$ cat src/sv/ftdd_pkg.sv
// Package for the frame tile dirty detector.
// Holds sizes, register indexes, shared structs and the clamp helper.
// No dependencies.
`timescale 1ns / 1ps
`default_nettype none

package ftdd_pkg;

  // frame and tile limits
  localparam int MAX_WIDTH        = 4096;
  localparam int MAX_HEIGHT       = 4096;
  localparam int MAX_TILE_COLUMNS = 4096;
  localparam int TILE_MAX         = 4096;
  localparam int PIXEL_BITS       = 32;
  localparam int PIXEL_BYTES_MAX  = PIXEL_BITS / 8;

  // field widths
  localparam int POS_W   = 12;
  localparam int SIZE_W  = 13;
  localparam int BC_W    = 3;
  localparam int COL_W   = $clog2(MAX_TILE_COLUMNS);
  localparam int CFG_IDX_W = 3;
  localparam int CFG_DATA_W = 13;

  // register indexes
  localparam logic [CFG_IDX_W-1:0] REG_FRAME_WIDTH  = 3'd0;
  localparam logic [CFG_IDX_W-1:0] REG_FRAME_HEIGHT = 3'd1;
  localparam logic [CFG_IDX_W-1:0] REG_TILE_WIDTH   = 3'd2;
  localparam logic [CFG_IDX_W-1:0] REG_TILE_HEIGHT  = 3'd3;
  localparam logic [CFG_IDX_W-1:0] REG_PIXEL_BYTES  = 3'd4;

  // reset values of the registers
  localparam logic [SIZE_W-1:0] RST_FRAME_WIDTH  = 13'd1920;
  localparam logic [SIZE_W-1:0] RST_FRAME_HEIGHT = 13'd1080;
  localparam logic [SIZE_W-1:0] RST_TILE_WIDTH   = 13'd64;
  localparam logic [SIZE_W-1:0] RST_TILE_HEIGHT  = 13'd64;
  localparam logic [BC_W-1:0]   RST_PIXEL_BYTES  = 3'd4;

  typedef struct packed {
    logic [SIZE_W-1:0] frame_width;
    logic [SIZE_W-1:0] frame_height;
    logic [SIZE_W-1:0] tile_width;
    logic [SIZE_W-1:0] tile_height;
    logic [BC_W-1:0]   pixel_bytes;
  } cfg_t;

  typedef struct packed {
    logic [POS_W-1:0]  dirty_x;
    logic [POS_W-1:0]  dirty_y;
    logic [SIZE_W-1:0] dirty_width;
    logic [SIZE_W-1:0] dirty_height;
    logic              tile_valid;
    logic              frame_end;
    logic              frame_dirty;
  } res_t;

  typedef struct packed {
    logic             en;
    logic [COL_W-1:0] addr;
    logic             data;
  } mem_wr_t;

  typedef struct packed {
    logic             en;
    logic [COL_W-1:0] addr;
  } mem_rd_t;

  // zero acts as one, values above hi saturate
  function automatic logic [SIZE_W-1:0] clamp_size(input logic [SIZE_W-1:0] v,
                                                   input logic [SIZE_W-1:0] hi);
    logic [SIZE_W-1:0] r;
    if (v == '0) begin
      r = SIZE_W'(1);
    end else if (v > hi) begin
      r = hi;
    end else begin
      r = v;
    end
    return r;
  endfunction

endpackage

`default_nettype wire

$ cat src/sv/ftdd_ifs.sv
// Channel interfaces of the frame tile dirty detector: pixel pairs in, results out.
// Depends on ftdd_pkg.
`timescale 1ns / 1ps
`default_nettype none


interface ftdd_res_if;
  import ftdd_pkg::*;
  logic              valid;
  logic              ready;
  logic [POS_W-1:0]  dirty_x;
  logic [POS_W-1:0]  dirty_y;
  logic [SIZE_W-1:0] dirty_width;
  logic [SIZE_W-1:0] dirty_height;
  logic              tile_valid;
  logic              frame_end;
  logic              frame_dirty;

  modport source (output valid, output dirty_x, output dirty_y, output dirty_width,
                  output dirty_height, output tile_valid, output frame_end,
                  output frame_dirty, input ready);
  modport sink   (input valid, input dirty_x, input dirty_y, input dirty_width,
                  input dirty_height, input tile_valid, input frame_end,
                  input frame_dirty, output ready);
endinterface

`default_nettype wire

$ cat src/sv/ftdd_out_buf.sv
// Two-entry result buffer that decouples the result channel from the pipeline.
// Depends on ftdd_pkg and ftdd_res_if.
`timescale 1ns / 1ps
`default_nettype none

module ftdd_out_buf (
  input  wire logic      clk,
  input  wire logic      rst_n,
  input  wire logic      push,
  input  ftdd_pkg::res_t res,
  output logic           full,
  ftdd_res_if.source     out_ch
);
  import ftdd_pkg::*;

  res_t       ent_r [2];
  logic       head_r, head_nxt;
  logic       tail_r, tail_nxt;
  logic [1:0] cnt_r, cnt_nxt;
  logic       pop;
  res_t       hd;

  assign full         = cnt_r == 2'd2;
  assign out_ch.valid = cnt_r != 2'd0;
  assign pop          = out_ch.valid && out_ch.ready;

  // pointer and count update
  always_comb begin
    head_nxt = pop ? ~head_r : head_r;
    tail_nxt = push ? ~tail_r : tail_r;
    cnt_nxt  = cnt_r + {1'b0, push} - {1'b0, pop};
  end

  always_ff @(posedge clk) begin
    if (!rst_n) begin
      head_r <= 1'b0;
      tail_r <= 1'b0;
      cnt_r  <= 2'd0;
    end else begin
      head_r <= head_nxt;
      tail_r <= tail_nxt;
      cnt_r  <= cnt_nxt;
    end
  end

  // entry storage
  always_ff @(posedge clk) begin
    if (push) begin
      ent_r[tail_r] <= res;
    end
  end

  // head item onto the channel
  assign hd                  = ent_r[head_r];
  assign out_ch.dirty_x      = hd.dirty_x;
  assign out_ch.dirty_y      = hd.dirty_y;
  assign out_ch.dirty_width  = hd.dirty_width;
  assign out_ch.dirty_height = hd.dirty_height;
  assign out_ch.tile_valid   = hd.tile_valid;
  assign out_ch.frame_end    = hd.frame_end;
  assign out_ch.frame_dirty  = hd.frame_dirty;

endmodule

`default_nettype wire

$ cat src/flat_wrapper.sv
// flat-port wrapper written by rule: the top's interface ports become plain ports
module ftdd_out_buf_flat import ftdd_pkg::*;
  (clk, rst_n, push, res, full, out_ch_valid, out_ch_dirty_x, out_ch_dirty_y, out_ch_dirty_width, out_ch_dirty_height, out_ch_tile_valid, out_ch_frame_end, out_ch_frame_dirty, out_ch_ready);
  ftdd_res_if out_ch_i ();
  input  wire logic clk;
  input  wire logic rst_n;
  input  wire logic push;
  input  ftdd_pkg::res_t res;
  output logic full;
  output wire logic [$bits(out_ch_i.valid)-1:0] out_ch_valid;
  output wire logic [$bits(out_ch_i.dirty_x)-1:0] out_ch_dirty_x;
  output wire logic [$bits(out_ch_i.dirty_y)-1:0] out_ch_dirty_y;
  output wire logic [$bits(out_ch_i.dirty_width)-1:0] out_ch_dirty_width;
  output wire logic [$bits(out_ch_i.dirty_height)-1:0] out_ch_dirty_height;
  output wire logic [$bits(out_ch_i.tile_valid)-1:0] out_ch_tile_valid;
  output wire logic [$bits(out_ch_i.frame_end)-1:0] out_ch_frame_end;
  output wire logic [$bits(out_ch_i.frame_dirty)-1:0] out_ch_frame_dirty;
  input wire logic [$bits(out_ch_i.ready)-1:0] out_ch_ready;
  assign out_ch_valid = out_ch_i.valid;
  assign out_ch_dirty_x = out_ch_i.dirty_x;
  assign out_ch_dirty_y = out_ch_i.dirty_y;
  assign out_ch_dirty_width = out_ch_i.dirty_width;
  assign out_ch_dirty_height = out_ch_i.dirty_height;
  assign out_ch_tile_valid = out_ch_i.tile_valid;
  assign out_ch_frame_end = out_ch_i.frame_end;
  assign out_ch_frame_dirty = out_ch_i.frame_dirty;
  assign out_ch_i.ready = out_ch_ready;
  ftdd_out_buf u_core (.clk(clk), .rst_n(rst_n), .push(push), .res(res), .full(full), .out_ch(out_ch_i));
endmodule
$ cat config.mk
export PLATFORM = sky130hd
export DESIGN_NAME = ftdd_out_buf_flat
export DESIGN_NICKNAME = d
export VERILOG_FILES = /design/src/sv/ftdd_pkg.sv /design/src/sv/ftdd_ifs.sv /design/src/sv/ftdd_out_buf.sv /design/src/flat_wrapper.sv
export SDC_FILE = /design/constraint.sdc
export NUM_CORES = 1
export LEC_CHECK = 0
export ABC_CLOCK_PERIOD_IN_PS = 3990
export BUFFER_PORTS_ARGS = -buffer_cell sky130_fd_sc_hd__buf_2
export CORE_UTILIZATION = 40
export CTS_CLUSTER_SIZE = 20
export DETAILED_ROUTE_END_ITERATION = 12
export HOLD_SLACK_MARGIN = 0.06
export PLACE_DENSITY_LB_ADDON = 0.3
export SLEW_MARGIN = 20
export SYNTH_ARGS = -nofsm -noshare
export SYNTH_HDL_FRONTEND = slang
export SYNTH_SLANG_ARGS = --single-unit
$ cat constraint.sdc
create_clock -name clk -period 3.99 [get_ports clk]
set_input_delay 0.5985 -clock clk [delete_from_list [all_inputs] [get_ports clk]]
set_output_delay 0.5985 -clock clk [all_outputs]
set_load 0.05 [all_outputs]
* Yosys cells after proc, flatten, opt, wreduce, memory -nomap -nowiden
Memory sizes are Yosys's and may differ from the RTL's. A register that Yosys moved wholly into a read port is not among the register bits. Index checks and enable logic that the tools add are counted.
Word-level totals: memories 1, memory bits (writable) 106, output and inout bits 55, register bits 4, bits of input ports 57, logic and storage cells 15
Memories:
- u_core.ent_r | depth 2, width 53, read ports 1, clocked after Yosys merged registers in 1, write ports 1, line ftdd_out_buf.sv:16 | res_t ent_r [2];
Operators by class: eq/ne operators 1, reductions and logical operators 2, bitwise operators 2, $add $sub $neg 2, mux-type cells 4
Operator list (count):
- 1-bit two-way mux | 4
- 2-bit by 1-bit adder with 2-bit output | 1
- 2-bit equality test (second input constant) | 1
- 1-bit inverter | 2
- 2-bit nonzero test | 1
- 2-bit by 1-bit subtractor with 2-bit output | 1
- 1-bit logical AND | 1

* Longest topological paths before layout
Gate-level depths: netlist (run 1).
depth in word-level cells 4, mapped depth 6

* Worst setup path after synthesis (run 1)
Ideal clock, no wire load.
path kind input to register, from input push, to memory u_core.ent_r[0][0] (netlist name) (enable), path buffers 0, data required time 3.519 ns, cell stages on the path 1, slack 0.545 ns, setup time 0.471 ns, data arrival time 2.974 ns, cells stage by stage nor2b_1
On the way: cells in the longest elaborated chain, start to end 2
RTL lines:
- start: declaration | line flat_wrapper.sv:7 | input wire logic push;
- 1-bit two-way mux | line ftdd_out_buf.sv:48 | if (push) begin
- 1-bit two-way mux (implied by the code) | line ftdd_out_buf.sv:49 | ent_r[tail_r] <= res;
- end: declaration | line ftdd_out_buf.sv:16
Every way passes these cells.

==> metrics.md, run 1 <==
| Metric | Value |
|---|---|
| Fmax | roughly 380 MHz |
| Max Cap Viol | 0 |
| Crit-path slowest cell | dfxtp_4 |
| Post-synthesis xor/xnor area fraction | less than 1% |
| ANT nets after route | 0 |
| CP Cell Sequence | mux2_2 > buf_2 |
| Mux share of post-synthesis cell area | about a fifth |
| Largest net degree at the start of global routing | 54 |
| Port Buffer Count | 111 |
| Cell Area, Synth | 4320 µm² |
| Crit path to | out_ch_dirty_x[11] |
| Gate Count Post-Synth | approximately 190 |
| Sinks on Clock Net | between 100 and 150 |
| CTS H-tree lvls | 3 |
| Initial core utilization | 41.5% |
| Die Ht | between 100 and 150 µm |
| Placer Congestion | 0.617 |
| Count of cell types in the netlist | 16 |
| Compound-Gate Fraction of Synth Area | less than 1% |
| Ant diodes | 0 |
| DR WL met2 | 3660 µm |
| Initial DRC Count | 93 |
| I/O pin cnt | between 100 and 150 |
| Cell family with most CP delay | flip-flops |
| Clk_skew | around 8.0 ps |
| Initial antenna violation count | 0 |
| Max transition margin | 33.7% |
| Reg2Reg Depth | 2 |
| CORE AREA | between 10000 and 15000 µm² |
| Clock tree buffer depth | 2 |
| Met3 wire len | 357 µm |
| Layout cells sized above 1 | 59.5% |
| First-pass GRT wire length | approximately 10000 µm |
| TritonRoute pass-1 iters | 4 |
| Ys Warns | 0 |
| Postcts setup bufs | 0 |
| Syn Area/Cell | approximately 23 µm² |
| TNS Setup | 0 ps |
| Status | finished, final reports clean |
| Final worst path period need | between 2000 and 3000 ps |
| CTS buffer count | 9 |
| Post-CTS sizing | 0 |
| Min-Delay Path Class | in -> reg |
| # rows | 37 |
| # fillers | between 900 and 1000 |
| Power per cell area | between 600 and 700 nW/µm² |
| CP max FO | between 50 and 60 |
| Hold-fix buffers at CTS | 0 |
| DR vias/cell | between 4 and 5 |
| Req. time, crit path | around 3400 ps |
| Hpwl dp | 4290 µm |
| Clk slew on worst S/H paths | about 110 ps |
| Clock Latency Late Sink | about 360 ps |
| CP bufs+invs | 1 |
| Register area share after synthesis | 75.9% |
| Final critical-path share of the clock period | approximately 66% |
| CP startpoint kind | register |
| Total Nets Final | 365 |
| RSZ-0062 raised after global routing | no |
| Synth top area share | about 74% |
| DRT Wirelength | 6840 µm |
| Vias in the first global route | 2117 |
| M1 wire length | around 2700 µm |
| DIE AREA | 11200 µm² |
| Kind of critical path | reg -> out |
| Tot GR Track Use | between 10% and 20% |
| Root buf cell | clkbuf_8 |
| Die W | about 110 µm |
| Mapped Nets | roughly 250 |
| Post-synthesis to final-layout area growth | 20.0% |
| Cell taking the most area after synthesis | edfxtp_1 |
| Yosys reg bits | approximately 110 |
| Tightest Pin Transition | approximately 990 ps |
| CTS tree | yes |
| Reg-to-reg startpoint | u_core.tail_r |
| Top Metal Used | met4 |
| Final Hold Viols | 0 |
| Critical Path AT | around 2000 ps |
| Final Max Tran Viols | 0 |
| Synth Area in Simple Gates | about 1.2% |
| Via count | about 2100 |
| Fraction of the mapped netlist area in adder cells | less than 1% |
| GRT overflow | 0 |
| Crit end category | output pin |
| Static leakage | 2.04 nW |
| Hold WS | around 410 ps |
| Final-report setup violation count | 0 |
| WL/cell | about 15 µm |
| Largest family of logic cells by synthesized area | multiplexers |
| Top cells by area, synth | edfxtp_1, mux2_4, buf_12 |
| Crit path depth | 2 |
| R2R setup slack | 2150 ps |
| CP peak stage delay | roughly 1000 ps |
| VDD IR max | 0.407 mV |
| Reg-to-Reg End | u_core.ent_r[1][49] |
| DRC | 0 |
[per-stage QoR]
stage | std cells | power (mW) | cell area [µm²] | setup WS (ps) | util, %
after global routing | 447 | 3.26 | 5190 | 1230 | 49.8
after detailed placement | 431 | 2.45 | 4960 | 1720 | 47.7
final | 447 | 3.14 | 5190 | 1380 | 49.8
after CTS | 447 | 3.18 | 5190 | 1310 | 49.8
after floorplan | 188 | 2.32 | 4320 | 545 | -
after global placement | 431 | 2.43 | 4960 | 1720 | 47.7
[cell type report]
cell class / instances / area (µm²) / area share [%]
tap: 136 / 170 / 3.28
inverter: 2 / 7.51 / 0.145
multi-input combinational: 69 / 930 / 17.9
clock buffer: 10 / 128 / 2.46
sequential: 111 / 3290 / 63.4
clock inverter: 6 / 93.8 / 1.81
timing repair buffer: 113 / 571 / 11.0
[kinds of logic (layout without fill, tap and decap cells)]
kind of cell / Yosys count / in the layout
xor gates and xnor gates: 1 / 1
AOI/OAI and AO/OA: 2 / 2
and+or+nand+nor: 9 / 9
adders and majority gates: 2 / 2
muxes: 55 / 55
buffers and inverters: 8 / 131
DFF: 111 / 111
[how the worst min path moves through the flow]
stage | start | to | slack, ps | depth (start not counted)
after global routing | res[31] | u_core.ent_r[1][31] | 380 | 1
final | res[31] | u_core.ent_r[1][31] | 410 | 1
after floorplan | u_core.head_r | register | 450 | 2
after CTS | res[31] | u_core.ent_r[0][31] | 380 | 1
after detailed placement | u_core.head_r | register | 460 | 2
after global placement | u_core.head_r | register | 450 | 2
[cells in the mapped netlist, drive strengths merged]
cell / count
edfxtp: 106
mux2: 53
buf: 6
dfxtp: 5
nor2b: 4
and2: 2
ha: 2
inv: 2
mux2i: 2
o21a: 2
nand2: 1
nand2b: 1
or2: 1
xnor3: 1
[where the power goes]
group	switching (mW)	internal [mW]
Combinational	0.584	0.355
Sequential	0.112	1.36
Clock	0.371	0.359
[metal layers]
layer	vias to the layer above	GRT usage [%]
met1	1014	13.9
met2	64	21.7
li1	968	-
met4	0	7.74
met5	-	0
met3	11	3.56
[flip-flops by register name, indices dropped and copies added (netlist names), named ones only]
name           cells
u_core.ent_r     106
u_core.tail_r      1
u_core.head_r      1
u_core.cnt_r       2
[cell usage in the layout, fill, tap and decap left out, types with 2 or more instances in the layout]
cell,n
clkbuf_8,9
o21a_1,2
mux2_2,3
ha_1,2
nor2b_1,3
dfxtp_1,4
bufinv_16,2
buf_4,2
mux2_4,50
clkinv_4,2
inv_1,2
edfxtp_1,106
mux2i_1,2
buf_2,111
Note: power is estimated with default switching activity, not from simulation.
==> run 2: changes to the inputs <==
--- a/config.mk
+++ b/config.mk
@@ -5,7 +5,7 @@
 export SDC_FILE = /design/constraint.sdc
 export NUM_CORES = 1
 export LEC_CHECK = 0
-export ABC_CLOCK_PERIOD_IN_PS = 3990
+export ABC_CLOCK_PERIOD_IN_PS = 2400
 export BUFFER_PORTS_ARGS = -buffer_cell sky130_fd_sc_hd__buf_2
 export CORE_UTILIZATION = 40
 export CTS_CLUSTER_SIZE = 20
==> constraint.sdc (replaced) <==
create_clock -name clk -period 2.4 [get_ports clk]
set_input_delay 0.36 -clock clk [delete_from_list [all_inputs] [get_ports clk]]
set_output_delay 0.36 -clock clk [all_outputs]
set_load 0.05 [all_outputs]
==> metrics.md, run 2 (synthesized netlist as in run 1, its figures left out) <==
| Metric | Value |
|---|---|
| Status | finished, final reports clean (unchanged) |
| CP Cell Sequence | buf_4 > mux2_2 > buf_2 (was mux2_2 > buf_2) |
| Req. time, crit path | 2040 ps (was 3390 ps) |
| DR vias/cell | 4.60 (about the same) |
| Biggest register | u_core.ent_r (unchanged) |
| Static leakage | 2.05 nW (was 2.04 nW) |
| Most frequent cells in the layout | buf_2, edfxtp_1, mux2_4, clkbuf_8, dfxtp_1 (unchanged) |
| ANT nets after route | 0 (unchanged) |
| Initial core utilization | 41.5% (unchanged) |
| Placer Congestion | 0.633 (was 0.617) |
| Final worst path period need | approximately 2000 ps |
| CTS H-tree lvls | 3 (unchanged) |
| Top Metal Used | met4 (unchanged) |
| Ant diodes | 0 (unchanged) |
| CORE AREA | 10400 µm² (unchanged) |
| Critical Path AT | 1670 ps (was 2020 ps) |
| DR WL met2 | 3240 µm (was 3660 µm) |
| # rows | 37 (unchanged) |
| Crit end category | output pin (unchanged) |
| Net Switching | 1.73 mW (was 1.07 mW) |
| First-pass GRT wire length | 10500 µm (was 10200 µm) |
| Kind of critical path | reg -> out (unchanged) |
| CTS tree | yes (unchanged) |
| Crit-path slowest cell | mux2_2 (was dfxtp_4) |
| CP startpoint kind | register (unchanged) |
| Logic pwr share | 34.1% (was 29.9%) |
| Hold-fix buffers at CTS | 0 (unchanged) |
| Via count | 2061 (was 2057) |
| Largest registers | u_core.ent_r: 106 flops, u_core.cnt_r: 2 flops (unchanged) |
| Max Cap Viol | 0 (unchanged) |
| Max transition margin | 68.8% (was 33.7%) |
| Power per cell area | 974 nW/µm² (was 605 nW/µm²) |
| Port Buffer Count | 111 (unchanged) |
| Clk slew on worst S/H paths | 90 ps (was 110 ps) |
| DRT Wirelength | 6650 µm (was 6840 µm) |
| Fmax | between 400 and 500 MHz |
| Post-synthesis to final-layout area growth | 20.0% (about the same) |
| Vias in the first global route | 2139 (was 2117) |
| TNS Setup | 0 ps (unchanged) |
| WL/cell | 14.8 µm (was 15.3 µm) |
| Final core utilization | 49.8% (about the same) |
| Final Hold Viols | 0 (unchanged) |
| Final-report setup violation count | 0 (unchanged) |
| VDD IR max | 0.581 mV (was 0.407 mV) |
| CTS buffer count | 9 (unchanged) |
| Final Max Tran Viols | 0 (unchanged) |
| CP max FO | 21 (was 53) |
| Postcts setup bufs | 0 (unchanged) |
| GRT overflow | 0 (unchanged) |
| Initial DRC Count | 73 (was 93) |
| Largest net degree at the start of global routing | 38 (was 54) |
| Met3 wire len | 298 µm (was 357 µm) |
| Die W | 106 µm (unchanged) |
| Die Ht | 106 µm (unchanged) |
| I/O pin cnt | 112 (unchanged) |
| Sw Ratio | 34.1% (was 34.0%) |
| Total Nets Final | 368 (was 365) |
| Clock tree buffer depth | 2 (unchanged) |
| Layout cells sized above 1 | 59.6% (was 59.5%) |
| Sinks on Clock Net | 111 (unchanged) |
| Max reg flops | 106 (unchanged) |
| Initial antenna violation count | 0 (unchanged) |
| Sequential Power Share | 45.5% (was 46.8%) |
| M1 wire length | 2970 µm (was 2690 µm) |
| TritonRoute pass-1 iters | 4 (unchanged) |
| Hpwl dp | 4360 µm (was 4290 µm) |
| DRC | 0 (unchanged) |
| Final critical-path share of the clock period | a little over four fifths |
| Commonest non-fill, non-tap cell in the layout | buf_2 (unchanged) |
| Tot GR Track Use | 12.9% (was 12.7%) |
| Root buf cell | clkbuf_8 (unchanged) |
| DIE AREA | 11200 µm² (unchanged) |
| Internal | 3.33 mW (was 2.07 mW) |
| CP peak stage delay | 380 ps (was 1010 ps) |
| Tightest Pin Transition | 469 ps (was 995 ps) |
| Clk pwr share | 20.4% (was 23.3%) |
| Min-Delay Path Class | in -> reg (unchanged) |
| Clock Latency Late Sink | 360 ps (about the same) |
| Clk_skew | 6.56 ps (was 8.05 ps) |
| RSZ-0062 raised after global routing | no (unchanged) |
| Post-CTS sizing | 0 (unchanged) |
[run 2: cell count changes in the layout (fill, tap and decap cells not counted)]
cell,change
buf_12,+2
clkinvlp_4,-1
clkinv_2,+2
inv_6,-1
buf_4,+1
clkinv_4,-1
bufinv_16,-1
[run 2: layout make-up]
type                       instances  area (µm²)
clock buffer                      10         128
clock inverter                     4        48.8
fill                             891        5230
inverter                           2        7.51
multi-input combinational         69         930
sequential                       111        3290
tap                              136         170
timing repair buffer             116         618
[run 2: worst max-delay path: cells and delay by family (launching register included)]
family	cells	cell delay [ps]
flip-flops	1	360
buffers and inverters	2	570
multiplexers	1	380
[run 2: final timing paths]
kind	start	end	slack [ps]	depth (start not counted)
setup / recovery	register	out_ch_frame_dirty	370	3
hold / removal	res[16]	u_core.ent_r[0][16]	180	1
setup reg to reg	u_core.cnt_r[0]	u_core.cnt_r[1]	920	6
hold reg to reg	u_core.head_r	register	500	2
[run 2: through the flow]
stage          setup slack, ps  instance area, µm²  power [mW]  cells  hold slack [ps]
3_5_place_dp               734                5010        4.09    434              478
3_3_place_gp               736                5010        4.07    434              453
6_report                   372                5190        5.06    448              185
5_1_grt                    278                5190        5.27    448              156
4_1_cts                    307                5190        5.13    448              155
2_1_floorplan              196                4330        3.85    188              452
[run 2: power groups by stage]
stage / clock network, mW / logic, mW / registers [mW]
2_1_floorplan: 0 / 1.52 / 2.33
3_3_place_gp: 0 / 1.74 / 2.34
3_5_place_dp: 0 / 1.75 / 2.35
4_1_cts: 1.08 / 1.75 / 2.30
5_1_grt: 1.14 / 1.81 / 2.31
6_report: 1.03 / 1.73 / 2.30
[run 2: metal layers]
metal	vias to the layer above	track usage (%)
li1	973	-
met2	71	21.2
met5	-	0
met4	0	7.14
met3	10	3.07
met1	1007	15.6
