**config.mk**
```make
export PLATFORM = sky130hd
export DESIGN_NAME = ftdd_tracker_flat
export DESIGN_NICKNAME = d
export VERILOG_FILES = /design/src/sv/ftdd_pkg.sv /design/src/sv/ftdd_ifs.sv /design/src/sv/ftdd_tracker.sv /design/src/flat_wrapper.sv
export SDC_FILE = /design/constraint.sdc
export NUM_CORES = 1
export LEC_CHECK = 0
export BUFFER_PORTS_ARGS = -buffer_cell sky130_fd_sc_hd__clkbuf_2
export CELL_PAD_IN_SITES_DETAIL_PLACEMENT = 1
export CELL_PAD_IN_SITES_GLOBAL_PLACEMENT = 1
export CORE_MARGIN = 3
export CORE_UTILIZATION = 30
export CTS_BUF_LIST = sky130_fd_sc_hd__clkbuf_4
export DETAILED_ROUTE_END_ITERATION = 7
export PLACE_DENSITY = 0.71
export SYNTH_ARGS = -nofsm -noshare
export SYNTH_HDL_FRONTEND = slang
export SYNTH_SLANG_ARGS = --single-unit
```
**constraint.sdc**
```tcl
create_clock -name clk -period 7.7 [get_ports clk]
set_clock_uncertainty 0.05 [all_clocks]
set_input_delay 0.77 -clock clk [delete_from_list [all_inputs] [get_ports clk]]
set_output_delay 0.77 -clock clk [all_outputs]
set_load 0.005 [all_outputs]
```
**src/sv/ftdd_pkg.sv**
```systemverilog
// Package for the frame tile dirty detector.
// Holds sizes, register indexes, shared structs and the clamp helper.
// No dependencies.
`timescale 1ns / 1ps
`default_nettype none

package ftdd_pkg;

  // frame and tile limits
  localparam int MAX_WIDTH        = 4096;
  localparam int MAX_HEIGHT       = 4096;
  localparam int MAX_TILE_COLUMNS = 4096;
  localparam int TILE_MAX         = 4096;
  localparam int PIXEL_BITS       = 32;
  localparam int PIXEL_BYTES_MAX  = PIXEL_BITS / 8;

  // field widths
  localparam int POS_W   = 12;
  localparam int SIZE_W  = 13;
  localparam int BC_W    = 3;
  localparam int COL_W   = $clog2(MAX_TILE_COLUMNS);
  localparam int CFG_IDX_W = 3;
  localparam int CFG_DATA_W = 13;

  // register indexes
  localparam logic [CFG_IDX_W-1:0] REG_FRAME_WIDTH  = 3'd0;
  localparam logic [CFG_IDX_W-1:0] REG_FRAME_HEIGHT = 3'd1;
  localparam logic [CFG_IDX_W-1:0] REG_TILE_WIDTH   = 3'd2;
  localparam logic [CFG_IDX_W-1:0] REG_TILE_HEIGHT  = 3'd3;
  localparam logic [CFG_IDX_W-1:0] REG_PIXEL_BYTES  = 3'd4;

  // reset values of the registers
  localparam logic [SIZE_W-1:0] RST_FRAME_WIDTH  = 13'd1920;
  localparam logic [SIZE_W-1:0] RST_FRAME_HEIGHT = 13'd1080;
  localparam logic [SIZE_W-1:0] RST_TILE_WIDTH   = 13'd64;
  localparam logic [SIZE_W-1:0] RST_TILE_HEIGHT  = 13'd64;
  localparam logic [BC_W-1:0]   RST_PIXEL_BYTES  = 3'd4;

  typedef struct packed {
    logic [SIZE_W-1:0] frame_width;
    logic [SIZE_W-1:0] frame_height;
    logic [SIZE_W-1:0] tile_width;
    logic [SIZE_W-1:0] tile_height;
    logic [BC_W-1:0]   pixel_bytes;
  } cfg_t;

  typedef struct packed {
    logic [POS_W-1:0]  dirty_x;
    logic [POS_W-1:0]  dirty_y;
    logic [SIZE_W-1:0] dirty_width;
    logic [SIZE_W-1:0] dirty_height;
    logic              tile_valid;
    logic              frame_end;
    logic              frame_dirty;
  } res_t;

  typedef struct packed {
    logic             en;
    logic [COL_W-1:0] addr;
    logic             data;
  } mem_wr_t;

  typedef struct packed {
    logic             en;
    logic [COL_W-1:0] addr;
  } mem_rd_t;

  // zero acts as one, values above hi saturate
  function automatic logic [SIZE_W-1:0] clamp_size(input logic [SIZE_W-1:0] v,
                                                   input logic [SIZE_W-1:0] hi);
    logic [SIZE_W-1:0] r;
    if (v == '0) begin
      r = SIZE_W'(1);
    end else if (v > hi) begin
      r = hi;
    end else begin
      r = v;
    end
    return r;
  endfunction

endpackage

`default_nettype wire

```
**src/sv/ftdd_ifs.sv**
```systemverilog
// Channel interfaces of the frame tile dirty detector: pixel pairs in, results out.
// Depends on ftdd_pkg.
`timescale 1ns / 1ps
`default_nettype none

interface ftdd_pix_if;
  import ftdd_pkg::*;
  logic                  valid;
  logic                  ready;
  logic [PIXEL_BITS-1:0] old_pixel;
  logic [PIXEL_BITS-1:0] new_pixel;

  modport source (output valid, output old_pixel, output new_pixel, input ready);
  modport sink   (input valid, input old_pixel, input new_pixel, output ready);
endinterface


`default_nettype wire

```
**src/sv/ftdd_tracker.sv**
```systemverilog
// Input register, raster and tile counters, pixel compare and tile flag handling.
// Depends on ftdd_pkg and ftdd_pix_if.
`timescale 1ns / 1ps
`default_nettype none

module ftdd_tracker (
  input  wire logic         clk,
  input  wire logic         rst_n,
  input  wire logic         clr_busy,
  ftdd_pix_if.sink          in_ch,
  input  ftdd_pkg::cfg_t    cfg,
  input  wire logic         buf_full,
  input  wire logic         mem_q,
  output ftdd_pkg::mem_wr_t wr,
  output ftdd_pkg::mem_rd_t rd,
  output logic              push,
  output ftdd_pkg::res_t    res
);
  import ftdd_pkg::*;

  // input register
  logic                  s1_valid_r, s1_valid_nxt;
  logic [PIXEL_BITS-1:0] s1_old_r, s1_new_r;

  // raster and tile state
  logic [POS_W-1:0] px_col_r, px_col_nxt;
  logic [POS_W-1:0] px_line_r, px_line_nxt;
  logic [POS_W-1:0] offx_r, offx_nxt;
  logic [POS_W-1:0] offy_r, offy_nxt;
  logic [COL_W-1:0] col_r, col_nxt;
  logic [POS_W-1:0] orgx_r, orgx_nxt;
  logic [POS_W-1:0] orgy_r, orgy_nxt;
  logic             any_r, any_nxt;
  logic             cur_flag_r, cur_flag_nxt;
  logic             fresh_r, fresh_nxt;

  logic [SIZE_W-1:0] fw, fh, tw, th;
  logic [BC_W-1:0]   nb;
  logic [SIZE_W-1:0] col_p1, line_p1, offx_p1, offy_p1;
  logic line_end, last_line, tile_x_end, tile_y_end, frame_end, both_end;
  logic diff, flag_eff, flag_acc, tile_rep, report, go, accept;
  logic wr_data;

  // clamped configuration
  always_comb begin
    fw = clamp_size(cfg.frame_width, SIZE_W'(MAX_WIDTH));
    fh = clamp_size(cfg.frame_height, SIZE_W'(MAX_HEIGHT));
    tw = clamp_size(cfg.tile_width, SIZE_W'(TILE_MAX));
    th = clamp_size(cfg.tile_height, SIZE_W'(TILE_MAX));
    if (cfg.pixel_bytes == '0) begin
      nb = BC_W'(1);
    end else if (cfg.pixel_bytes > BC_W'(PIXEL_BYTES_MAX)) begin
      nb = BC_W'(PIXEL_BYTES_MAX);
    end else begin
      nb = cfg.pixel_bytes;
    end
  end

  // compare the low bytes only
  always_comb begin
    diff = 1'b0;
    for (int i = 0; i < PIXEL_BYTES_MAX; i++) begin
      if (BC_W'(i) < nb && s1_old_r[8*i +: 8] != s1_new_r[8*i +: 8]) begin
        diff = 1'b1;
      end
    end
  end

  // position decode
  always_comb begin
    col_p1     = {1'b0, px_col_r} + SIZE_W'(1);
    line_p1    = {1'b0, px_line_r} + SIZE_W'(1);
    offx_p1    = {1'b0, offx_r} + SIZE_W'(1);
    offy_p1    = {1'b0, offy_r} + SIZE_W'(1);
    line_end   = col_p1 >= fw;
    last_line  = line_p1 >= fh;
    tile_x_end = line_end || offx_p1 >= tw;
    tile_y_end = last_line || offy_p1 >= th;
    frame_end  = line_end && last_line;
    both_end   = tile_x_end && tile_y_end;
    flag_eff   = fresh_r ? mem_q : cur_flag_r;
    flag_acc   = flag_eff | diff;
    tile_rep   = both_end && flag_acc;
    report     = tile_rep || frame_end;
    wr_data    = both_end ? 1'b0 : flag_acc;
  end

  // handshake of the input register
  assign go           = s1_valid_r && (!report || !buf_full);
  assign in_ch.ready  = !clr_busy && (!s1_valid_r || go);
  assign accept       = in_ch.valid && in_ch.ready;
  assign s1_valid_nxt = accept ? 1'b1 : (go ? 1'b0 : s1_valid_r);

  // result item
  always_comb begin
    res = '0;
    if (tile_rep) begin
      res.dirty_x      = orgx_r;
      res.dirty_y      = orgy_r;
      res.dirty_width  = offx_p1;
      res.dirty_height = offy_p1;
      res.tile_valid   = 1'b1;
    end
    if (frame_end) begin
      res.frame_end   = 1'b1;
      res.frame_dirty = any_r | tile_rep;
    end
  end
  assign push = go && report;

  // next state of counters
  always_comb begin
    px_col_nxt  = px_col_r;
    px_line_nxt = px_line_r;
    offx_nxt    = offx_r;
    offy_nxt    = offy_r;
    col_nxt     = col_r;
    orgx_nxt    = orgx_r;
    orgy_nxt    = orgy_r;
    any_nxt     = any_r | tile_rep;
    if (frame_end) begin
      any_nxt     = 1'b0;
      px_col_nxt  = '0;
      px_line_nxt = '0;
      offx_nxt    = '0;
      offy_nxt    = '0;
      col_nxt     = '0;
      orgx_nxt    = '0;
      orgy_nxt    = '0;
    end else if (line_end) begin
      px_col_nxt  = '0;
      offx_nxt    = '0;
      col_nxt     = '0;
      orgx_nxt    = '0;
      px_line_nxt = line_p1[POS_W-1:0];
      if (tile_y_end) begin
        orgy_nxt = orgy_r + offy_p1[POS_W-1:0];
        offy_nxt = '0;
      end else begin
        offy_nxt = offy_p1[POS_W-1:0];
      end
    end else begin
      px_col_nxt = col_p1[POS_W-1:0];
      if (tile_x_end) begin
        orgx_nxt = orgx_r + offx_p1[POS_W-1:0];
        offx_nxt = '0;
        col_nxt  = col_r + COL_W'(1);
      end else begin
        offx_nxt = offx_p1[POS_W-1:0];
      end
    end
  end

  // flag store traffic: save on leaving a tile column, fetch the next one
  always_comb begin
    wr.en   = go && tile_x_end;
    wr.addr = col_r;
    wr.data = wr_data;
    rd.en   = go && tile_x_end && (col_nxt != col_r);
    rd.addr = col_nxt;
    cur_flag_nxt = cur_flag_r;
    fresh_nxt    = fresh_r;
    if (go) begin
      if (!tile_x_end) begin
        cur_flag_nxt = flag_acc;
        fresh_nxt    = 1'b0;
      end else if (col_nxt == col_r) begin
        cur_flag_nxt = wr_data;
        fresh_nxt    = 1'b0;
      end else begin
        fresh_nxt = 1'b1;
      end
    end
  end

  // state registers
  always_ff @(posedge clk) begin
    if (!rst_n) begin
      s1_valid_r <= 1'b0;
      px_col_r   <= '0;
      px_line_r  <= '0;
      offx_r     <= '0;
      offy_r     <= '0;
      col_r      <= '0;
      orgx_r     <= '0;
      orgy_r     <= '0;
      any_r      <= 1'b0;
      cur_flag_r <= 1'b0;
      fresh_r    <= 1'b0;
    end else begin
      s1_valid_r <= s1_valid_nxt;
      cur_flag_r <= cur_flag_nxt;
      fresh_r    <= fresh_nxt;
      if (go) begin
        px_col_r  <= px_col_nxt;
        px_line_r <= px_line_nxt;
        offx_r    <= offx_nxt;
        offy_r    <= offy_nxt;
        col_r     <= col_nxt;
        orgx_r    <= orgx_nxt;
        orgy_r    <= orgy_nxt;
        any_r     <= any_nxt;
      end
    end
  end

  // pixel payload
  always_ff @(posedge clk) begin
    if (accept) begin
      s1_old_r <= in_ch.old_pixel;
      s1_new_r <= in_ch.new_pixel;
    end
  end

endmodule

`default_nettype wire

```
**src/flat_wrapper.sv**
```systemverilog
// flat-port wrapper written by rule: the top's interface ports become plain ports
module ftdd_tracker_flat import ftdd_pkg::*;
  (clk, rst_n, clr_busy, cfg, buf_full, mem_q, wr, rd, push, res, in_ch_valid, in_ch_old_pixel, in_ch_new_pixel, in_ch_ready);
  ftdd_pix_if in_ch_i ();
  input  wire logic clk;
  input  wire logic rst_n;
  input  wire logic clr_busy;
  input  ftdd_pkg::cfg_t cfg;
  input  wire logic buf_full;
  input  wire logic mem_q;
  output ftdd_pkg::mem_wr_t wr;
  output ftdd_pkg::mem_rd_t rd;
  output logic push;
  output ftdd_pkg::res_t res;
  input wire logic [$bits(in_ch_i.valid)-1:0] in_ch_valid;
  input wire logic [$bits(in_ch_i.old_pixel)-1:0] in_ch_old_pixel;
  input wire logic [$bits(in_ch_i.new_pixel)-1:0] in_ch_new_pixel;
  output wire logic [$bits(in_ch_i.ready)-1:0] in_ch_ready;
  assign in_ch_i.valid = in_ch_valid;
  assign in_ch_i.old_pixel = in_ch_old_pixel;
  assign in_ch_i.new_pixel = in_ch_new_pixel;
  assign in_ch_ready = in_ch_i.ready;
  ftdd_tracker u_core (.clk(clk), .rst_n(rst_n), .clr_busy(clr_busy), .in_ch(in_ch_i), .cfg(cfg), .buf_full(buf_full), .mem_q(mem_q), .wr(wr), .rd(rd), .push(push), .res(res));
endmodule
```
Yosys cells after proc, flatten, opt, wreduce, memory -nomap -nowiden
Cells that the tools add are included.
Widths: inputs -> output; s select.
- register bits: 152
- input bits: 125
- word-level logic and storage cells: 121
- bitwise gates (word level): 2
- add/subtract/negate cells: 7
- reductions and logical operators: 35
- magnitude comparators: 13
- equality and inequality tests: 7
- mux-type cells: 44
- operator list (operator ; number):
    $mux 12 ; 19
    $mux 13 ; 8
    $add 12x1->13 const B ; 4
    $ge 13x13->1 ; 4
    $gt 13x13->1 const B ; 4
    $logic_not 13->1 ; 4
    $mux 51 ; 1
    $ne 8x8->1 ; 4
    $add 12x12->12 ; 2
    $logic_and 1x1->1 ; 13
    $mux 1 ; 13
    $add 12x1->12 const B ; 1
    $eq 12x12->1 ; 1
    $ne 12x12->1 ; 1
    $lt 1x3->1 const A ; 2
    $lt 2x3->1 const A ; 2
    $mux 3 ; 2
    $reduce_and 2->1 ; 3
    $reduce_bool 2->1 ; 3
    $logic_or 1x1->1 ; 5
    $logic_not 1->1 ; 4
    $gt 3x3->1 const B ; 1
    $logic_not 3->1 ; 1
    $reduce_and 3->1 ; 1
    other kinds (4) ; 5

Logic depth before layout (Yosys ltp)
Gate-level depths: netlist of the first run.
- word-level depth: 19
- gate-level depth with buffers: 20
- gate-level depth less buffers: 17

Worst setup path after synthesis of the first run
OpenSTA, ideal clock, no wires.
- path type: register to register
- from: register u_core.offx_r[0]
- to: register u_core.s1_new_r[0] (enable)
- path slack: 0.007 ns
- stages on the path, launching flop included: 20
- library setup time: 0.524 ns
- period minus slack after synthesis: 7.693 ns
- data arrival time: 7.119 ns
- cells stage by stage: dfxtp_1 -> ha_1 -> nand3_1 -> nor2_1 -> and3_1 -> clkbuf_1 -> and3_1 -> xor2_1 -> ha_1 -> a21o_1 -> a21oi_1 -> and3_1 -> a221oi_1 -> or4_4 -> buf_6 -> a21o_1 -> buf_6 -> buf_6 -> buf_2 -> a31oi_1
- word-level cells in the longest chain between the ends: 12
- ends and longest elaborated chain (item ; line ; text):
    start: declaration ; ftdd_tracker.sv:28 ; logic [POS_W-1:0] offx_r, offx_nxt;
    start signal: assignment ; ftdd_tracker.sv:197 ; offx_r <= offx_nxt;
    $add 12x1->13 ; ftdd_tracker.sv:73 ; offx_p1 = {1'b0, offx_r} + SIZE_W'(1);
    $ge 13x13->1 ; ftdd_tracker.sv:77 ; tile_x_end = line_end || offx_p1 >= tw;
    $logic_or 1x1->1 ; ftdd_tracker.sv:77 ;
    $logic_and 1x1->1 ; ftdd_tracker.sv:80 ; both_end = tile_x_end && tile_y_end;
    $logic_and 1x1->1 ; ftdd_tracker.sv:83 ; tile_rep = both_end && flag_acc;
    $logic_or 1x1->1 ; ftdd_tracker.sv:84 ; report = tile_rep || frame_end;
    $logic_not 1->1 ; ftdd_tracker.sv:89 ; assign go = s1_valid_r && (!report || !buf_full);
    $logic_or 1x1->1 ; ftdd_tracker.sv:89 ;
    $logic_and 1x1->1 ; ftdd_tracker.sv:89 ;
    $logic_or 1x1->1 ; ftdd_tracker.sv:90 ; assign in_ch.ready = !clr_busy && (!s1_valid_r || go);
    $logic_and 1x1->1 ; ftdd_tracker.sv:90 ;
    $logic_and 1x1->1 ; ftdd_tracker.sv:91 ; assign accept = in_ch.valid && in_ch.ready;
    via u_core.accept ; ftdd_tracker.sv:41 ; logic diff, flag_eff, flag_acc, tile_rep, report, go, accept;
    end signal: assignment ; ftdd_tracker.sv:211 ; s1_new_r <= in_ch.new_pixel;
    end: declaration ; ftdd_tracker.sv:23 ; logic [PIXEL_BITS-1:0] s1_old_r, s1_new_r;
The timed path passes the listed nets, and every way through them passes these cells.
A chain may end at the register's enable or synchronous reset.

==> summary.txt, run 1 <==
Global routing
  • Met3 usage: 0.0314
  • Largest net degree at the start of global routing: 65
  • Initial antenna violation count: 1
  • Gr busiest metal: met2
  • Tot GR Track Use: 0.169
  • Grt met1 use: 0.215
  • Vias in the first global route: 9451
  • First-pass GRT wire length: 49500 um
  • Grt ovf: 0
  • Met2 Use GR: 0.299

Place
  • GP Congestion: 0.852
  • Port bufs: 206
  • HPWL after detailed placement: 23500 um
  • Pre-CTS WS: 1.82 ns
  • Placed insts: 1736

CTS
  • Clk sinks: 152
  • Clk Latency, worst-skew pair: 0.60 ns
  • H-tree depth: 4
  • Post-CTS sizing: 0
  • Hold buffer count at cts: 0
  • Cts bufs inserted: 17
  • Clk buf depth: 2
  • CTS tree: built
  • Worst-path clk slew: 0.17 ns
  • Root Buffer Master: clkbuf_4
  • Post-CTS setup buffers: 0

Die
  • Die X: 191 um
  • Initial core utilization: 0.309
  • Chip Height: 191 um
  • Die area: 0.0363 mm^2
  • Ports: 207
  • # rows: 66
  • Core Region: 0.0330 mm^2

Detailed routing
  • Routed vias/inst: 5.14
  • Final WL: 31200 um
  • DRT iter0 DRCs: 517
  • Initial DRT Pass Iterations: 4
  • Post-route ant nets: 0
  • DR WL/cell: 17.6 um
  • Post-route DRC: 0
  • Total number of vias: 9103

Logic synthesis
  • Largest family of logic cells by synthesized area: simple AND/OR/NAND/NOR gates
  • Netlist cell types: 72
  • Mapped Nets: 1351
  • Seq/Total Area, Yosys: 0.360
  • Main synth FF type: dfxtp_1
  • Post-synthesis simple-gate area fraction: 0.229
  • Synth Area in Compound Gates: 0.142
  • Synth async-reset ratio: 0
  • Xor and xnor area share after synthesis: 0.0865
  • Number of flops mapped to enable cells by yosys: 64
  • Mapped Cells: 1145
  • Syn. warnings: 0
  • Syn Std Cell Area: 0.0102 mm^2
  • Synthesis-stage register bit count: 152
  • Mux share of post-synthesis cell area: 0.0381
  • Syn avg cell area: 8.93 um^2
  • Post-Synth Adder-Cell Area: 0.101

Power and ir drop
  • Leak: 5.24 nW
  • Clk pwr share: 0.347
  • Switching share of power: 0.297
  • VDD IR-drop max: 0.0777 mV
  • PD cells: 131 mW/mm^2
  • P_int: 0.00110 W
  • Logic pwr share: 0.097
  • Net Sw Power: 0.000463 W
  • Reg power frac: 0.556

Cells and area
  • Multi-input logic area: 0.00612 mm^2
  • Synth-to-layout area growth: 16.6%
  • Most common cell after layout, fill and taps aside: clkbuf_2
  • Post-layout util: 0.361
  • Most frequent cells in the layout: clkbuf_2, nand2_1, dfxtp_1
  • Layout cells sized above 1: 0.213
  • Reg area: 0.00368 mm^2
  • Fin nets: 1519
  • Layout fillers: 3970
  • Final Non-Filler Cells: 1770

Setup path
  • Crit-path max FO: 43
  • Startpoint Class: flop
  • Crit path from: u_core.offx_r[0]
  • Critical path cell sequence: nand3_1, nor3_1, and3_1, nand3_1, xor2_1, inv_1, ha_1, a21oi_1, and3_1, a221oi_1, buf_4, or4_4, nand2_1, inv_1, nor2_1, nor2_1, clkbuf_2
  • R2R Path End: u_core.s1_new_r[30]
  • Critical path class: reg2out
  • Critical Path RT: 6.88 ns
  • R2r worst-path depth: 15
  • CP peak stage delay: 0.65 ns
  • Crit path DAT: 5.71 ns
  • CP max stage cell: or4_4
  • Buf/Inv on CP: 4
  • Reg2Reg Setup Slack: 1.74 ns
  • Worst Setup End Kind: output pin
  • CP delay by family, top: simple AND/OR/NAND/NOR gates
  • Critical R2R Launch: u_core.offx_r[0]

STA
  • Setup TNS: 0 ns
  • Tmin final: 6.53 ns
  • Crit share post-route: 0.848
  • Slew at the pin closest to its max-slew limit: 1.19 ns
  • Final Hold Viols: 0
  • Max_slew headroom: 0.207
  • Final WS setup: 1.17 ns
  • RSZ-0062 raised after global routing: no
  • Final Max Tran Viols: 0
  • Fmax: 153 MHz
  • # setup viols final: 0

Hold path
  • Min-delay src: in_ch_old_pixel[11]
  • Hold Crit Depth: 1
  • Tightest Hold Check Type: in2reg
  • Worst Hold Path EP: u_core.s1_old_r[11]

Run status
  • Status: complete, no violations

Run
  • Max Cap Viol: 0
## layout make-up
cell class | count | share of cell area
well taps | 442 | 0.0464
clock inverters | 15 | 0.0146
clock buffers | 17 | 0.0107
flip-flops and latches | 152 | 0.309
diodes | 2 | 0.000420
multi-input cells | 890 | 0.513
repair buffers | 219 | 0.0947
inverters | 33 | 0.0104
## cells by family after synthesis
family          after synthesis
mux                          37
fa+ha+maj                    81
xor+xnor                    101
flops                       152
compound gates              219
simple gates                452
buf+inv                     103
## flip-flops by register name (all words and copies together), names as in the netlist
signal,flops
u_core.any_r,1
u_core.col_r,12
u_core.cur_flag_r,1
u_core.fresh_r,1
u_core.offx_r,12
u_core.offy_r,12
u_core.orgx_r,12
u_core.orgy_r,12
u_core.px_col_r,12
u_core.px_line_r,12
u_core.s1_new_r,32
u_core.s1_old_r,32
u_core.s1_valid_r,1
## worst max path at each step
stage	to	slack, ns	cells after the start
2_1_floorplan	u_core.s1_new_r[0]	0.007	19
3_3_place_gp	res[0]	2.09	17
3_5_place_dp	u_core.s1_new_r[19]	1.82	15
4_1_cts	res[0]	1.09	17
5_1_grt	res[0]	0.53	17
6_report	res[0]	1.17	17
## power by group through the flow
stage / Combinational (W) / Sequential [W] / Clock, W
2_1_floorplan: 0.0000851 / 0.000885 / 0
3_3_place_gp: 0.000147 / 0.000884 / 0
3_5_place_dp: 0.000152 / 0.000886 / 0
4_1_cts: 0.000153 / 0.000868 / 0.000566
5_1_grt: 0.000169 / 0.000870 / 0.000597
6_report: 0.000151 / 0.000868 / 0.000542
## per-stage QoR
step | power, W | cell area [um^2] | hold slack (ns)
CTS | 0.00159 | 11900 | 0.226
global placement | 0.00103 | 11600 | 0.407
floorplan | 0.000970 | 10200 | 0.381
finish | 0.00156 | 11900 | 0.284
global route | 0.00164 | 11900 | 0.200
detailed placement | 0.00104 | 11600 | 0.417
## cells in the mapped netlist (all sizes together) (4+ instances only)
master / instances / area share
a211oi: 4 / 0.0029
a21o: 11 / 0.0081
a21oi: 88 / 0.045
a22o: 4 / 0.0034
a31oi: 23 / 0.014
and2: 11 / 0.0067
and3: 63 / 0.039
and4: 4 / 0.0037
buf: 19 / 0.012
clkbuf: 51 / 0.019
dfxtp: 88 / 0.17
edfxtp: 64 / 0.19
ha: 79 / 0.097
inv: 32 / 0.012
mux2: 12 / 0.014
mux2i: 25 / 0.024
nand2: 116 / 0.043
nand2b: 12 / 0.0073
nand3: 59 / 0.029
nand3b: 14 / 0.010
nand4: 12 / 0.0073
nor2: 70 / 0.026
nor2b: 4 / 0.0024
nor3: 25 / 0.012
nor4: 19 / 0.012
o2111ai: 7 / 0.0060
o211ai: 12 / 0.0088
o21ai: 32 / 0.016
o22ai: 6 / 0.0043
o31ai: 5 / 0.0042
o41ai: 4 / 0.0056
or2: 5 / 0.0031
or3: 21 / 0.013
or4: 8 / 0.0062
or4b: 5 / 0.0049
xnor2: 42 / 0.036
xor2: 59 / 0.051
## layer usage
layer	wire (um)	part of all wire
met1	14300	0.46
met2	15500	0.50
met3	1120	0.036
met4	333	0.011
met5	0	0
Power figures use the tool's default switching activity.
==> run 2: changes to the inputs <==
==> constraint.sdc (replaced) <==
create_clock -name clk -period 5.36 [get_ports clk]
set_clock_uncertainty 0.05 [all_clocks]
set_input_delay 0.536 -clock clk [delete_from_list [all_inputs] [get_ports clk]]
set_output_delay 0.536 -clock clk [all_outputs]
set_load 0.005 [all_outputs]
==> run 2 against run 1 <==
- first-iteration DRC count down 2.5%
- cell count up 4.7%
- wire length up 9.1%
==> summary.txt, run 2 (synthesized netlist as in run 1, its figures left out) <==
Setup path
  • R2R Path End: u_core.px_line_r[2] (was u_core.s1_new_r[30])
  • Critical Path RT: 4.77 ns (was 6.88 ns)
  • Critical path class: reg2out (unchanged)
  • Worst Setup End Kind: output pin (unchanged)
  • Crit path DAT: 4.50 ns (was 5.71 ns)
  • Crit path from: u_core.offx_r[0] (unchanged)
  • Startpoint Class: flop (unchanged)
  • Reg2Reg Setup Slack: 0.65 ns (was 1.74 ns)
  • Crit-path max FO: 36 (was 43)
  • Critical R2R Launch: u_core.px_line_r[0] (was u_core.offx_r[0])
  • R2r worst-path depth: 17 (was 15)
  • Crit path capture: in_ch_ready (was res[0])

Cells and area
  • Fin nets: 1603 (was 1519)
  • Synth-to-layout area growth: 25.8% (was 16.6%)
  • Top Registers: u_core.s1_new_r: 32 flops, u_core.s1_old_r: 32 flops (unchanged)
  • Layout cells sized above 1: 0.237 (was 0.213)
  • Most frequent cells in the layout: clkbuf_2, nand2_1, a21oi_1 (was clkbuf_2, nand2_1, dfxtp_1)
  • Final Non-Filler Cells: 1854 (was 1770)
  • Most common cell after layout, fill and taps aside: clkbuf_2 (unchanged)

Place
  • HPWL after detailed placement: 24500 um (was 23500 um)
  • Placed insts: 1749 (was 1736)
  • Port bufs: 206 (unchanged)
  • GP Congestion: 0.855 (was 0.852)

Detailed routing
  • Initial DRT Pass Iterations: 4 (unchanged)
  • DRT iter0 DRCs: 504 (was 517)
  • Final WL: 34100 um (was 31200 um)
  • Post-route DRC: 0 (unchanged)
  • Total number of vias: 9530 (was 9103)
  • Post-route ant nets: 0 (unchanged)
  • Routed vias/inst: 5.14 (about the same)
  • DR WL/cell: 18.4 um (was 17.6 um)

STA
  • # setup viols final: 0 (unchanged)
  • Fmax: 197 MHz
  • Final Hold Viols: 0 (unchanged)
  • Hold slack final: 0.0691 ns (was 0.284 ns)
  • Slew at the pin closest to its max-slew limit: 0.794 ns (was 1.19 ns)
  • Crit share post-route: 0.949
  • Max_slew headroom: 0.471 (was 0.207)
  • Tmin final: 5.08 ns
  • Final Max Tran Viols: 0 (unchanged)

Run
  • Max Cap Viol: 0 (unchanged)

CTS
  • Clk buf depth: 2 (unchanged)
  • Worst-path clk slew: 0.14 ns (was 0.17 ns)
  • Cts bufs inserted: 17 (unchanged)
  • H-tree depth: 4 (unchanged)
  • Clk Latency, worst-skew pair: 0.63 ns (was 0.60 ns)
  • Clk sinks: 152 (unchanged)
  • Root Buffer Master: clkbuf_4 (unchanged)
  • CTS tree: built (unchanged)

Power and ir drop
  • VDD IR-drop max: 0.132 mV (was 0.0777 mV)
  • Leak: 5.63 nW (was 5.24 nW)
  • Total Power: 0.00229 W (was 0.00156 W)
  • PD cells: 178 mW/mm^2 (was 131 mW/mm^2)

Global routing
  • Largest net degree at the start of global routing: 69 (was 65)
  • Initial antenna violation count: 2 (was 1)
  • Vias in the first global route: 9940 (was 9451)
  • Tot GR Track Use: 0.184 (was 0.169)
  • First-pass GRT wire length: 53300 um (was 49500 um)
  • Grt ovf: 0 (unchanged)

Die
  • Ports: 207 (unchanged)
  • # rows: 66 (unchanged)
  • Core Region: 0.0330 mm^2 (unchanged)
  • Die area: 0.0363 mm^2 (unchanged)
  • Initial core utilization: 0.309 (unchanged)
  • Chip Height: 191 um (unchanged)
  • Die X: 191 um (unchanged)

Run status
  • Status: complete, no violations (unchanged)

Hold path
  • Tightest Hold Check Type: in2reg (unchanged)
run 2: power by group:
group | leakage, nW | internal (W) | switching [W] | total [W]
clock | 0.149 | 0.000249 | 0.000519 | 0.000769
sequential | 1.31 | 0.00123 | 0.0000141 | 0.00125
combinational | 4.16 | 0.000123 | 0.000151 | 0.000274
run 2: how the worst min path moves through the flow:
stage | from | endpoint | cells after the start
2_1_floorplan | u_core.orgx_r[11] | u_core.orgx_r[11] | 1
3_3_place_gp | u_core.cur_flag_r | u_core.cur_flag_r | 2
3_5_place_dp | u_core.orgy_r[11] | u_core.orgy_r[11] | 2
4_1_cts | in_ch_old_pixel[23] | u_core.s1_old_r[23] | 1
5_1_grt | in_ch_old_pixel[11] | u_core.s1_old_r[11] | 1
6_report | in_ch_old_pixel[10] | u_core.s1_old_r[10] | 1
run 2: area by class of cell:
cell class / instances / area [um^2]
inverters: 33 / 124
clock inverters: 15 / 160
diodes: 2 / 5.00
clock buffers: 17 / 128
multi-input cells: 891 / 6260
flip-flops and latches: 152 / 3700
well taps: 442 / 553
fillers: 3907 / 20200
repair buffers: 302 / 1930
run 2: metrics by stage:
step | worst slack [ns] | utilization | area (um^2) | setup TNS, ns
5_1_grt | -0.0251 | 0.389 | 12900 | -0.0348
6_report | 0.275 | 0.389 | 12900 | 0
3_3_place_gp | 0.596 | 0.355 | 11700 | 0
3_5_place_dp | 0.398 | 0.355 | 11700 | 0
2_1_floorplan | 0.00475 | - | 10200 | 0
4_1_cts | 0.0102 | 0.384 | 12700 | 0
run 2: layer usage:
| layer | track usage | vias to the layer above | share of wire |
|---|---|---|---|
| met2 | 0.337 | 189 | 0.51 |
| li1 | - | 4677 | - |
| met4 | 0.0435 | 0 | 0.016 |
| met3 | 0.0355 | 32 | 0.038 |
| met5 | 0 | - | 0 |
| met1 | 0.222 | 4632 | 0.43 |
run 2: repair_timing:
action                                  in CTS  in global routing
setup buffers                                1                  8
hold buffers                                57                  4
hold endpoints to repair                    57                  4
gates resized for setup                     14                 24
endpoints found under the setup margin      24                 54
cloned                                       1                  0
pin swaps                                    1                  4
run 2: worst max-delay path, cell delays in order (launching register included):
cell and delay, ns:
dfxtp_4 0.42, ha_4 0.18, nand3_4 0.12, nor2_4 0.16
and3_2 0.24, and3_2 0.25, xor2_2 0.20, ha_1 0.27
a21o_1 0.19, a21oi_2 0.20, and3_4 0.23, a221oi_4 0.09
or4_4 0.55, a21o_1 0.26, buf_12 0.19, a31oi_1 0.18
clkbuf_2 0.14
